## src/hdl/rrts_pkg.sv

```systemverilog
// Types and codes shared by the round-robin thread scheduler modules.
package rrts_pkg;

    // Per-slot thread state.
    typedef enum logic [1:0] {
        ST_UNUSED,
        ST_RUNNABLE,
        ST_RUNNING,
        ST_FINISHED
    } slot_state_t;

    // Event kinds carried on the input channel.
    typedef enum logic [1:0] {
        EV_CREATE,
        EV_YIELD,
        EV_EXIT,
        EV_JOIN
    } event_kind_t;

    // Result status codes.
    typedef enum logic [1:0] {
        RES_OK,
        RES_FULL,
        RES_BAD_SLOT,
        RES_NOT_DONE
    } result_status_t;

    // Contents of one slot cell, handed from cell to cell around the ring.
    typedef struct packed {
        slot_state_t state;
        logic [31:0] entry;
        logic [31:0] argument;
    } slot_t;

endpackage

```

## src/hdl/rrts_cell.sv

```systemverilog
// One slot cell of the scheduler ring: holds a slot and passes it on when the ring shifts.
module rrts_cell #(
    parameter rrts_pkg::slot_state_t RESET_STATE = rrts_pkg::ST_UNUSED
) (
    input  logic            aclk,
    input  logic            aresetn,
    input  logic            shift_en,
    input  rrts_pkg::slot_t slot_in,
    output rrts_pkg::slot_t slot_out
);

    rrts_pkg::slot_state_t state_reg;
    logic [31:0]           entry_reg;
    logic [31:0]           argument_reg;

    // Slot state: reset to its home value, load from the neighbor on shift.
    always_ff @(posedge aclk) begin
        if (!aresetn) begin
            state_reg <= RESET_STATE;
        end else if (shift_en) begin
            state_reg <= slot_in.state;
        end
    end

    // Stored words: no reset, only meaningful once written by a create.
    always_ff @(posedge aclk) begin
        if (shift_en) begin
            entry_reg    <= slot_in.entry;
            argument_reg <= slot_in.argument;
        end
    end

    assign slot_out.state    = state_reg;
    assign slot_out.entry    = entry_reg;
    assign slot_out.argument = argument_reg;

endmodule

```

## src/hdl/rrts_ctrl.sv

```systemverilog
// Scheduler sequencer: watches the ring head, edits slots as they wrap, builds results.
module rrts_ctrl #(
    parameter int THREAD_SLOTS = 8
) (
    input  logic            aclk,
    input  logic            aresetn,
    input  logic            s_valid,
    output logic            s_ready,
    input  logic [1:0]      s_kind,
    input  logic [2:0]      s_target_slot,
    input  logic [31:0]     s_start_entry,
    input  logic [31:0]     s_start_argument,
    output logic            m_valid,
    input  logic            m_ready,
    output logic [1:0]      m_status,
    output logic [2:0]      m_slot_id,
    output logic            m_switched,
    output logic [31:0]     m_run_entry,
    output logic [31:0]     m_run_argument,
    input  rrts_pkg::slot_t head_i,
    output rrts_pkg::slot_t wrap_o,
    output logic            shift_o
);

    localparam int SW = $clog2(THREAD_SLOTS);
    localparam int CW = (SW > 3) ? SW : 3;
    localparam logic [SW-1:0] LAST = SW'(THREAD_SLOTS - 1);

    typedef enum logic [1:0] {
        S_IDLE,
        S_SCAN,
        S_APPLY,
        S_FINISH
    } state_t;

    state_t                   state_reg, state_next;
    logic [SW-1:0]            step_reg, step_next;
    rrts_pkg::event_kind_t    kind_reg, kind_next;
    logic [2:0]               target_reg, target_next;
    logic [31:0]              entry_in_reg, entry_in_next;
    logic [31:0]              arg_in_reg, arg_in_next;
    logic [SW-1:0]            cur_reg, cur_next;
    logic                     join_ok_reg, join_ok_next;
    logic                     hit_reg, hit_next;
    logic                     hi_found_reg, hi_found_next;
    logic [SW-1:0]            hi_reg, hi_next;
    logic                     lo_found_reg, lo_found_next;
    logic [SW-1:0]            lo_reg, lo_next;
    rrts_pkg::result_status_t res_status_reg, res_status_next;
    logic [2:0]               res_slot_reg, res_slot_next;
    logic                     res_sw_reg, res_sw_next;
    logic [31:0]              res_entry_reg, res_entry_next;
    logic [31:0]              res_arg_reg, res_arg_next;
    logic                     m_valid_reg, m_valid_next;
    rrts_pkg::result_status_t m_status_reg, m_status_next;
    logic [2:0]               m_slot_reg, m_slot_next;
    logic                     m_sw_reg, m_sw_next;
    logic [31:0]              m_entry_reg, m_entry_next;
    logic [31:0]              m_arg_reg, m_arg_next;

    rrts_pkg::event_kind_t in_kind;
    logic                  found;
    logic [SW-1:0]         nxt;
    logic                  runnable;
    logic [2:0]            cur_slot3;
    logic [2:0]            step_slot3;
    logic [2:0]            nxt_slot3;

    assign in_kind    = rrts_pkg::event_kind_t'(s_kind);
    assign found      = hi_found_reg | lo_found_reg;
    assign nxt        = hi_found_reg ? hi_reg : lo_reg;
    assign cur_slot3  = 3'(CW'(cur_reg));
    assign step_slot3 = 3'(CW'(step_reg));
    assign nxt_slot3  = 3'(CW'(nxt));
    // Slot at the head counts as runnable if its state is runnable; an exiting slot is already finished.
    assign runnable   = (head_i.state == rrts_pkg::ST_RUNNABLE) &&
                        !((kind_reg == rrts_pkg::EV_EXIT) && (step_reg == cur_reg));

    assign s_ready        = (state_reg == S_IDLE);
    assign m_valid        = m_valid_reg;
    assign m_status       = m_status_reg;
    assign m_slot_id      = m_slot_reg;
    assign m_switched     = m_sw_reg;
    assign m_run_entry    = m_entry_reg;
    assign m_run_argument = m_arg_reg;

    // Next-state logic of the sequencer.
    always_comb begin
        state_next      = state_reg;
        step_next       = step_reg;
        kind_next       = kind_reg;
        target_next     = target_reg;
        entry_in_next   = entry_in_reg;
        arg_in_next     = arg_in_reg;
        cur_next        = cur_reg;
        join_ok_next    = join_ok_reg;
        hit_next        = hit_reg;
        hi_found_next   = hi_found_reg;
        hi_next         = hi_reg;
        lo_found_next   = lo_found_reg;
        lo_next         = lo_reg;
        res_status_next = res_status_reg;
        res_slot_next   = res_slot_reg;
        res_sw_next     = res_sw_reg;
        res_entry_next  = res_entry_reg;
        res_arg_next    = res_arg_reg;
        m_valid_next    = m_valid_reg;
        m_status_next   = m_status_reg;
        m_slot_next     = m_slot_reg;
        m_sw_next       = m_sw_reg;
        m_entry_next    = m_entry_reg;
        m_arg_next      = m_arg_reg;
        wrap_o          = head_i;
        shift_o         = 1'b0;

        if (m_valid_reg && m_ready) begin
            m_valid_next = 1'b0;
        end

        case (state_reg)
            S_IDLE: begin
                if (s_valid) begin
                    kind_next     = in_kind;
                    target_next   = s_target_slot;
                    entry_in_next = s_start_entry;
                    arg_in_next   = s_start_argument;
                    step_next     = '0;
                    hit_next      = 1'b0;
                    hi_found_next = 1'b0;
                    lo_found_next = 1'b0;
                    join_ok_next  = (s_target_slot != 3'd0) &&
                                    (32'(s_target_slot) < 32'(THREAD_SLOTS)) &&
                                    (CW'(s_target_slot) != CW'(cur_reg));
                    res_sw_next    = 1'b0;
                    res_entry_next = '0;
                    res_arg_next   = '0;
                    // Result defaults, overridden during the scan and apply laps.
                    case (in_kind)
                        rrts_pkg::EV_CREATE: begin
                            res_status_next = rrts_pkg::RES_FULL;
                            res_slot_next   = 3'd0;
                        end
                        rrts_pkg::EV_JOIN: begin
                            res_status_next = rrts_pkg::RES_BAD_SLOT;
                            res_slot_next   = s_target_slot;
                        end
                        default: begin
                            res_status_next = rrts_pkg::RES_OK;
                            res_slot_next   = cur_slot3;
                        end
                    endcase
                    state_next = S_SCAN;
                end
            end

            S_SCAN: begin
                shift_o = 1'b1;
                case (kind_reg)
                    rrts_pkg::EV_CREATE: begin
                        // Lowest unused slot above zero takes the new thread.
                        if (!hit_reg && (step_reg != '0) &&
                            (head_i.state == rrts_pkg::ST_UNUSED)) begin
                            wrap_o.state    = rrts_pkg::ST_RUNNABLE;
                            wrap_o.entry    = entry_in_reg;
                            wrap_o.argument = arg_in_reg;
                            hit_next        = 1'b1;
                            res_status_next = rrts_pkg::RES_OK;
                            res_slot_next   = step_slot3;
                        end
                    end
                    rrts_pkg::EV_JOIN: begin
                        if (join_ok_reg && (CW'(step_reg) == CW'(target_reg))) begin
                            case (head_i.state)
                                rrts_pkg::ST_FINISHED: begin
                                    wrap_o.state    = rrts_pkg::ST_UNUSED;
                                    wrap_o.entry    = '0;
                                    wrap_o.argument = '0;
                                    res_status_next = rrts_pkg::RES_OK;
                                end
                                rrts_pkg::ST_UNUSED: begin
                                    res_status_next = rrts_pkg::RES_BAD_SLOT;
                                end
                                default: begin
                                    res_status_next = rrts_pkg::RES_NOT_DONE;
                                end
                            endcase
                        end
                    end
                    rrts_pkg::EV_YIELD, rrts_pkg::EV_EXIT: begin
                        // First runnable above current, else first at or below it.
                        if (runnable) begin
                            if ((step_reg > cur_reg) && !hi_found_reg) begin
                                hi_found_next = 1'b1;
                                hi_next       = step_reg;
                            end
                            if ((step_reg <= cur_reg) && !lo_found_reg) begin
                                lo_found_next = 1'b1;
                                lo_next       = step_reg;
                            end
                        end
                    end
                    default: begin
                    end
                endcase
                if (step_reg == LAST) begin
                    step_next  = '0;
                    state_next = ((kind_reg == rrts_pkg::EV_YIELD) ||
                                  (kind_reg == rrts_pkg::EV_EXIT)) ? S_APPLY : S_FINISH;
                end else begin
                    step_next = step_reg + SW'(1);
                end
            end

            S_APPLY: begin
                // Second lap: switch to the chosen slot, demote or finish the old one.
                shift_o = 1'b1;
                if (found && (step_reg == nxt)) begin
                    wrap_o.state   = rrts_pkg::ST_RUNNING;
                    res_slot_next  = nxt_slot3;
                    res_sw_next    = (nxt != cur_reg);
                    res_entry_next = head_i.entry;
                    res_arg_next   = head_i.argument;
                end else if ((step_reg == cur_reg) && (kind_reg == rrts_pkg::EV_EXIT)) begin
                    wrap_o.state = rrts_pkg::ST_FINISHED;
                end else if ((step_reg == cur_reg) && found &&
                             (head_i.state == rrts_pkg::ST_RUNNING)) begin
                    wrap_o.state = rrts_pkg::ST_RUNNABLE;
                end
                if (step_reg == LAST) begin
                    step_next  = '0;
                    state_next = S_FINISH;
                    if (found) begin
                        cur_next = nxt;
                    end
                end else begin
                    step_next = step_reg + SW'(1);
                end
            end

            S_FINISH: begin
                // Hand the result to the output register once it is free.
                if (!m_valid_reg || m_ready) begin
                    m_valid_next  = 1'b1;
                    m_status_next = res_status_reg;
                    m_slot_next   = res_slot_reg;
                    m_sw_next     = res_sw_reg;
                    m_entry_next  = res_entry_reg;
                    m_arg_next    = res_arg_reg;
                    state_next    = S_IDLE;
                end
            end

            default: begin
                state_next = S_IDLE;
            end
        endcase
    end

    // State and registered outputs.
    always_ff @(posedge aclk) begin
        if (!aresetn) begin
            state_reg    <= S_IDLE;
            step_reg     <= '0;
            cur_reg      <= '0;
            m_valid_reg  <= 1'b0;
            hit_reg      <= 1'b0;
            hi_found_reg <= 1'b0;
            lo_found_reg <= 1'b0;
            join_ok_reg  <= 1'b0;
        end else begin
            state_reg      <= state_next;
            step_reg       <= step_next;
            cur_reg        <= cur_next;
            m_valid_reg    <= m_valid_next;
            hit_reg        <= hit_next;
            hi_found_reg   <= hi_found_next;
            lo_found_reg   <= lo_found_next;
            join_ok_reg    <= join_ok_next;
            kind_reg       <= kind_next;
            target_reg     <= target_next;
            entry_in_reg   <= entry_in_next;
            arg_in_reg     <= arg_in_next;
            hi_reg         <= hi_next;
            lo_reg         <= lo_next;
            res_status_reg <= res_status_next;
            res_slot_reg   <= res_slot_next;
            res_sw_reg     <= res_sw_next;
            res_entry_reg  <= res_entry_next;
            res_arg_reg    <= res_arg_next;
            m_status_reg   <= m_status_next;
            m_slot_reg     <= m_slot_next;
            m_sw_reg       <= m_sw_next;
            m_entry_reg    <= m_entry_next;
            m_arg_reg      <= m_arg_next;
        end
    end

endmodule

```

## src/hdl/round_robin_thread_scheduler_core.sv

```systemverilog
// Round-robin thread scheduler: a ring of THREAD_SLOTS slot cells and a sequencer at its head.
// Create and join take one lap of the ring, then the result is registered.
// Yield and exit take a search lap and an update lap, then the result is registered.
// One event at a time; the next is accepted the cycle after the result is registered, and a
// result waits to be registered while the output still holds one that is not yet taken.
// Synchronous active-low reset: slot 0 running and current, all other slots unused.
module round_robin_thread_scheduler_core #(
    parameter int THREAD_SLOTS = 8
) (
    input  logic        aclk,
    input  logic        aresetn,
    input  logic        s_valid,
    output logic        s_ready,
    input  logic [1:0]  s_kind,
    input  logic [2:0]  s_target_slot,
    input  logic [31:0] s_start_entry,
    input  logic [31:0] s_start_argument,
    output logic        m_valid,
    input  logic        m_ready,
    output logic [1:0]  m_status,
    output logic [2:0]  m_slot_id,
    output logic        m_switched,
    output logic [31:0] m_run_entry,
    output logic [31:0] m_run_argument
);

    rrts_pkg::slot_t ring [THREAD_SLOTS];
    rrts_pkg::slot_t wrap;
    logic            shift;

    // Ring of slot cells; the head wraps to the tail through the sequencer.
    for (genvar p = 0; p < THREAD_SLOTS; p++) begin : g_cell
        rrts_cell #(
            .RESET_STATE(rrts_pkg::slot_state_t'((p == 0) ? rrts_pkg::ST_RUNNING
                                                           : rrts_pkg::ST_UNUSED))
        ) u_cell (
            .aclk    (aclk),
            .aresetn (aresetn),
            .shift_en(shift),
            .slot_in ((p == THREAD_SLOTS - 1) ? wrap : ring[(p + 1) % THREAD_SLOTS]),
            .slot_out(ring[p])
        );
    end

    rrts_ctrl #(
        .THREAD_SLOTS(THREAD_SLOTS)
    ) u_ctrl (
        .aclk            (aclk),
        .aresetn         (aresetn),
        .s_valid         (s_valid),
        .s_ready         (s_ready),
        .s_kind          (s_kind),
        .s_target_slot   (s_target_slot),
        .s_start_entry   (s_start_entry),
        .s_start_argument(s_start_argument),
        .m_valid         (m_valid),
        .m_ready         (m_ready),
        .m_status        (m_status),
        .m_slot_id       (m_slot_id),
        .m_switched      (m_switched),
        .m_run_entry     (m_run_entry),
        .m_run_argument  (m_run_argument),
        .head_i          (ring[0]),
        .wrap_o          (wrap),
        .shift_o         (shift)
    );

endmodule

```

## config.mk

```make
export PLATFORM = sky130hd
export DESIGN_NAME = round_robin_thread_scheduler_core
export DESIGN_NICKNAME = d
export VERILOG_FILES = /design/src/hdl/rrts_pkg.sv /design/src/hdl/rrts_cell.sv /design/src/hdl/rrts_ctrl.sv /design/src/hdl/round_robin_thread_scheduler_core.sv
export SDC_FILE = /design/constraint.sdc
export NUM_CORES = 1
export LEC_CHECK = 0
export BUFFER_PORTS_ARGS = -buffer_cell sky130_fd_sc_hd__buf_2
export CORE_MARGIN = 2
export CORE_UTILIZATION = 53
export CTS_CLUSTER_DIAMETER = 50
export DETAILED_ROUTE_END_ITERATION = 8
export PLACE_DENSITY = 0.76
export REMOVE_ABC_BUFFERS = 1
export SYNTH_ARGS = -nofsm -noshare
export SYNTH_HDL_FRONTEND = slang
export SYNTH_SLANG_ARGS = --single-unit
```

## constraint.sdc

```tcl
create_clock -name aclk -period 11.6 [get_ports aclk]
set_input_delay 2.32 -clock aclk [delete_from_list [all_inputs] [get_ports aclk]]
set_output_delay 2.32 -clock aclk [all_outputs]
set_load 0.1 [all_outputs]
```

==> metrics.log <==
[metrics] Detailed Place HPWL: 21350 um
[metrics] hold buffer count at CTS: 0
[metrics] number of standard cells in the layout, taps in and fillers out: 1993
[metrics] sequential-to-total area share from yosys stat: 89.34%
[metrics] final std cell area, no fill: 0.02897 mm^2
[metrics] placer congestion estimate: 0.8036
[metrics] post-place instance area: 0.02647 mm^2
[metrics] slew at the pin closest to its max-slew limit: around 1.2 ns
[metrics] count of flip-flops with a built-in enable after synthesis: 727
[metrics] violations in the final reports: DRC
[metrics] top cell family by delay on the critical path: buffers and inverters
[metrics] via count of the first global-routing pass: 10.39k
[metrics] Cells after Synth: 1130
[metrics] fraction of registers with async set/reset: 0%
[metrics] count of warnings emitted by yosys: 0
[metrics] post-route DRC violation count: 7
[metrics] detail-routed via count per cell: between 5 and 6
[metrics] clock buffer count from CTS: 74
[metrics] Worst Reg-to-Reg Cells: 4
[metrics] end of the worst register-to-register path: g_cell[7].u_cell.entry_reg[3]$_DFFE_PN_
[metrics] critical path class: flip-flop to output pin
[metrics] antenna viol nets, final: 0
[metrics] terminating pin of the worst hold path: g_cell[6].u_cell.entry_reg[15]$_DFFE_PN_
[metrics] std cell rows: 79
[metrics] filler instances: 3204
[metrics] kind of end point of the critical path: output pin
[metrics] Skew-Pair Late Insertion Delay: 0.60 ns
[metrics] hold wc startpoint: g_cell[7].u_cell.entry_reg[15]$_DFFE_PN_
[metrics] multi-input gate area in the final layout: 0.002431 mm^2
[metrics] most common cell after layout, fill and taps aside: edfxtp_1
[metrics] post_cts resized: 0
[metrics] Net count, final: 1422
[metrics] run status: finished with violations
[metrics] Crit path arrival time: about 1.8 ns
[metrics] Boundary Pins: 145
[metrics] pin count of the biggest net entering global routing: 99
[metrics] maximum clock rate: 0.2441 GHz
[metrics] number of H-tree levels: 3
[metrics] share of layout cells above drive strength 1: 20.13%
[metrics] wirelength, routed: 39050 um
[metrics] antenna violations before repair: 0
[metrics] DR pass1 iterations: 7
[metrics] die height: about 220 um
[metrics] setup repair after global routing missed its margin: no
[metrics] Cell Count Post-Placement: ~1.9k
[metrics] grt total ovfl: 0
[metrics] maximum buffer depth of the clock tree: 3
[metrics] first-pass GRT wire length: 59780 um
[metrics] clock input transition at the sequential cells of the worst setup and hold paths: 0.06 ns
[metrics] post-route clock period utilization: 35.32%
[metrics] Worst Path Buf+Inv: 2
[metrics] startpoint type of the worst setup path: flip-flop
[metrics] worst hold path class: flip-flop to flip-flop
[metrics] met1 wire length: 18290 um
[metrics] TritonCTS clock tree: built
[metrics] routed wl met2: 17660 um
[metrics] Slew HR: 19.20%
[metrics] P&R area growth vs syn: 15.49%
[metrics] antenna cell count: 0
[metrics] number of flip-flops and latches in the synthesized netlist: ~760
[metrics] data required time at the worst endpoint: about 9.3 ns
[metrics] Slew Limit Fails: 0
[metrics] Slowest cell on crit path: buf_2
[metrics] CTS sink cnt: 756
[metrics] Tot GR Track Use: 16.07%
[metrics] worst stage delay on the critical path: 0.44 ns
[metrics] Max Fanout on Critical Path: 9
[metrics] Die ar.: 0.04909 mm^2
[metrics] Hold Fails Final Rpt: 0
[metrics] ordered list of cells on the worst path: inv_1 -> ha_4 -> buf_2
[metrics] cell area after synthesis: approximately 0.025 mm^2
[metrics] sequential cell area: 0.02241 mm^2
[metrics] Final setup violation count: 0
[metrics] cell count of the worst hold path: 0
[metrics] final clock skew: 0.02756 ns
[metrics] Peak supply drop: 0.0002322 V
[metrics] Critical R2R Launch: u_ctrl.state_reg[1]$_SDFFE_PN0P_
[metrics] min cycle time layout: a little over 4 ns
[metrics] number of buffers inserted by post-CTS setup repair: 0
[metrics] register-to-register path setup slack: 7.83 ns
[metrics] total power divided by cell area: 306.0 mW/mm^2
[metrics] Die Wd: 221.6 um
[metrics] top layer in use: met4
[metrics] commonest cells after routing, fill and taps aside: edfxtp_1 (727), buf_2 (144), clkbuf_16 (76)
[metrics] area of the core: 0.04665 mm^2
[metrics] CTS Root Buffer Type: clkbuf_16
[metrics] per-instance average area after synthesis: roughly 22 um^2
[metrics] reported leakage power: 9.916 nW
[metrics] initial core utilization: 53.77%
[metrics] number of port buffers: 144
[metrics] primary flip-flop cell chosen by synthesis mapping: edfxtp_1
[metrics] Netlist cell types: 56
[metrics] WL/cell: 19.60 um
[metrics] Detailed Route Iter0 Violations: 1184
[metrics] Via Count: 10.49k
[metrics] Max Cap Violations: 0
[metrics] met3 wire len: 2216 um
[report_power, final]
part / internal, mW / switching, mW
Sequential: 4.85 / 0.373
Clock: 1.44 / 0.990
Combinational: 0.256 / 0.957
Total: 6.55 / 2.32
[layout make-up]
| type | count | area share (%) |
|---|---|---|
| clock buffer | 87 | 6.707 |
| clock inverter | 47 | 1.918 |
| inverter | 18 | 0.2332 |
| multi-input combinational | 323 | 8.391 |
| sequential | 756 | 77.36 |
| tap | 607 | 2.621 |
| timing repair buffer | 155 | 2.773 |
[synth_stat cells, types with 2 or more instances]
cell type,count,area share (%)
edfxtp_1,727,87
and2_1,65,1.6
a22o_1,64,2.2
dfxtp_1,29,2.3
nor2b_1,23,0.57
nand2_1,22,0.33
ha_1,21,1.0
inv_1,17,0.25
mux2i_1,17,0.68
clkbuf_1,16,0.24
a21oi_1,12,0.24
nor2_1,12,0.18
o21ai_0,9,0.18
xnor2_1,9,0.31
buf_2,7,0.14
nand3_1,7,0.14
buf_8,6,0.36
a211oi_1,5,0.15
nor3_1,4,0.080
o211a_1,4,0.16
o21ai_1,4,0.080
a21boi_1,3,0.090
nor3b_1,3,0.090
o21a_1,3,0.090
a31oi_1,2,0.050
and3_1,2,0.050
buf_6,2,0.090
nand2b_1,2,0.050
o211ai_1,2,0.060
o21bai_1,2,0.060
o22ai_1,2,0.050
o31ai_1,2,0.060
or3b_1,2,0.070
[metal layers]
layer	up-vias	track usage, %
met1	5272	24.10
met5	-	0
li1	4843	-
met3	71	3.287
met4	0	5.885
met2	302	23.70
[through the flow]
step,hold slack [ns],util (%),worst slack [ns],power [mW],TNS [ns]
after global routing,0.4010,62.10,7.424,9.277,0
final,0.3946,62.10,7.503,8.865,0
after detailed placement,0.4045,56.74,7.279,6.504,0
after CTS,0.3995,62.10,7.483,8.963,0
after global placement,0.4002,56.74,7.337,6.394,0
after floorplan,0.4003,-,-2.213,5.564,-486.28
[kinds of logic after synthesis]
kind of cell | count (synthesis) | synth area share, %
multiplexers | 17 | 0.6783
adder cells (fa/ha/maj) | 21 | 1.047
flip-flops | 756 | 89.34
XOR/XNOR | 11 | 0.4589
AO/OA/AOI/OAI | 124 | 3.860
AND/OR/NAND/NOR | 150 | 3.476
buffers and inverters | 51 | 1.142
[worst max-delay path by stage]
stage	end	cells after the start	from
after global routing	s_ready	3	u_ctrl.state_reg[0]$_SDFFE_PN0P_
after detailed placement	u_ctrl.entry_in_reg[17]$_DFFE_PP_	2	aresetn
final	s_ready	3	u_ctrl.state_reg[0]$_SDFFE_PN0P_
after CTS	s_ready	3	u_ctrl.state_reg[0]$_SDFFE_PN0P_
after global placement	u_ctrl.entry_in_reg[17]$_DFFE_PP_	2	aresetn
after floorplan	g_cell[7].u_cell.state_reg[0]$_SDFFE_PN0N_	4	u_ctrl.state_reg[0]$_SDFFE_PN0P_
No activity file was read; power rests on OpenSTA's default activity.
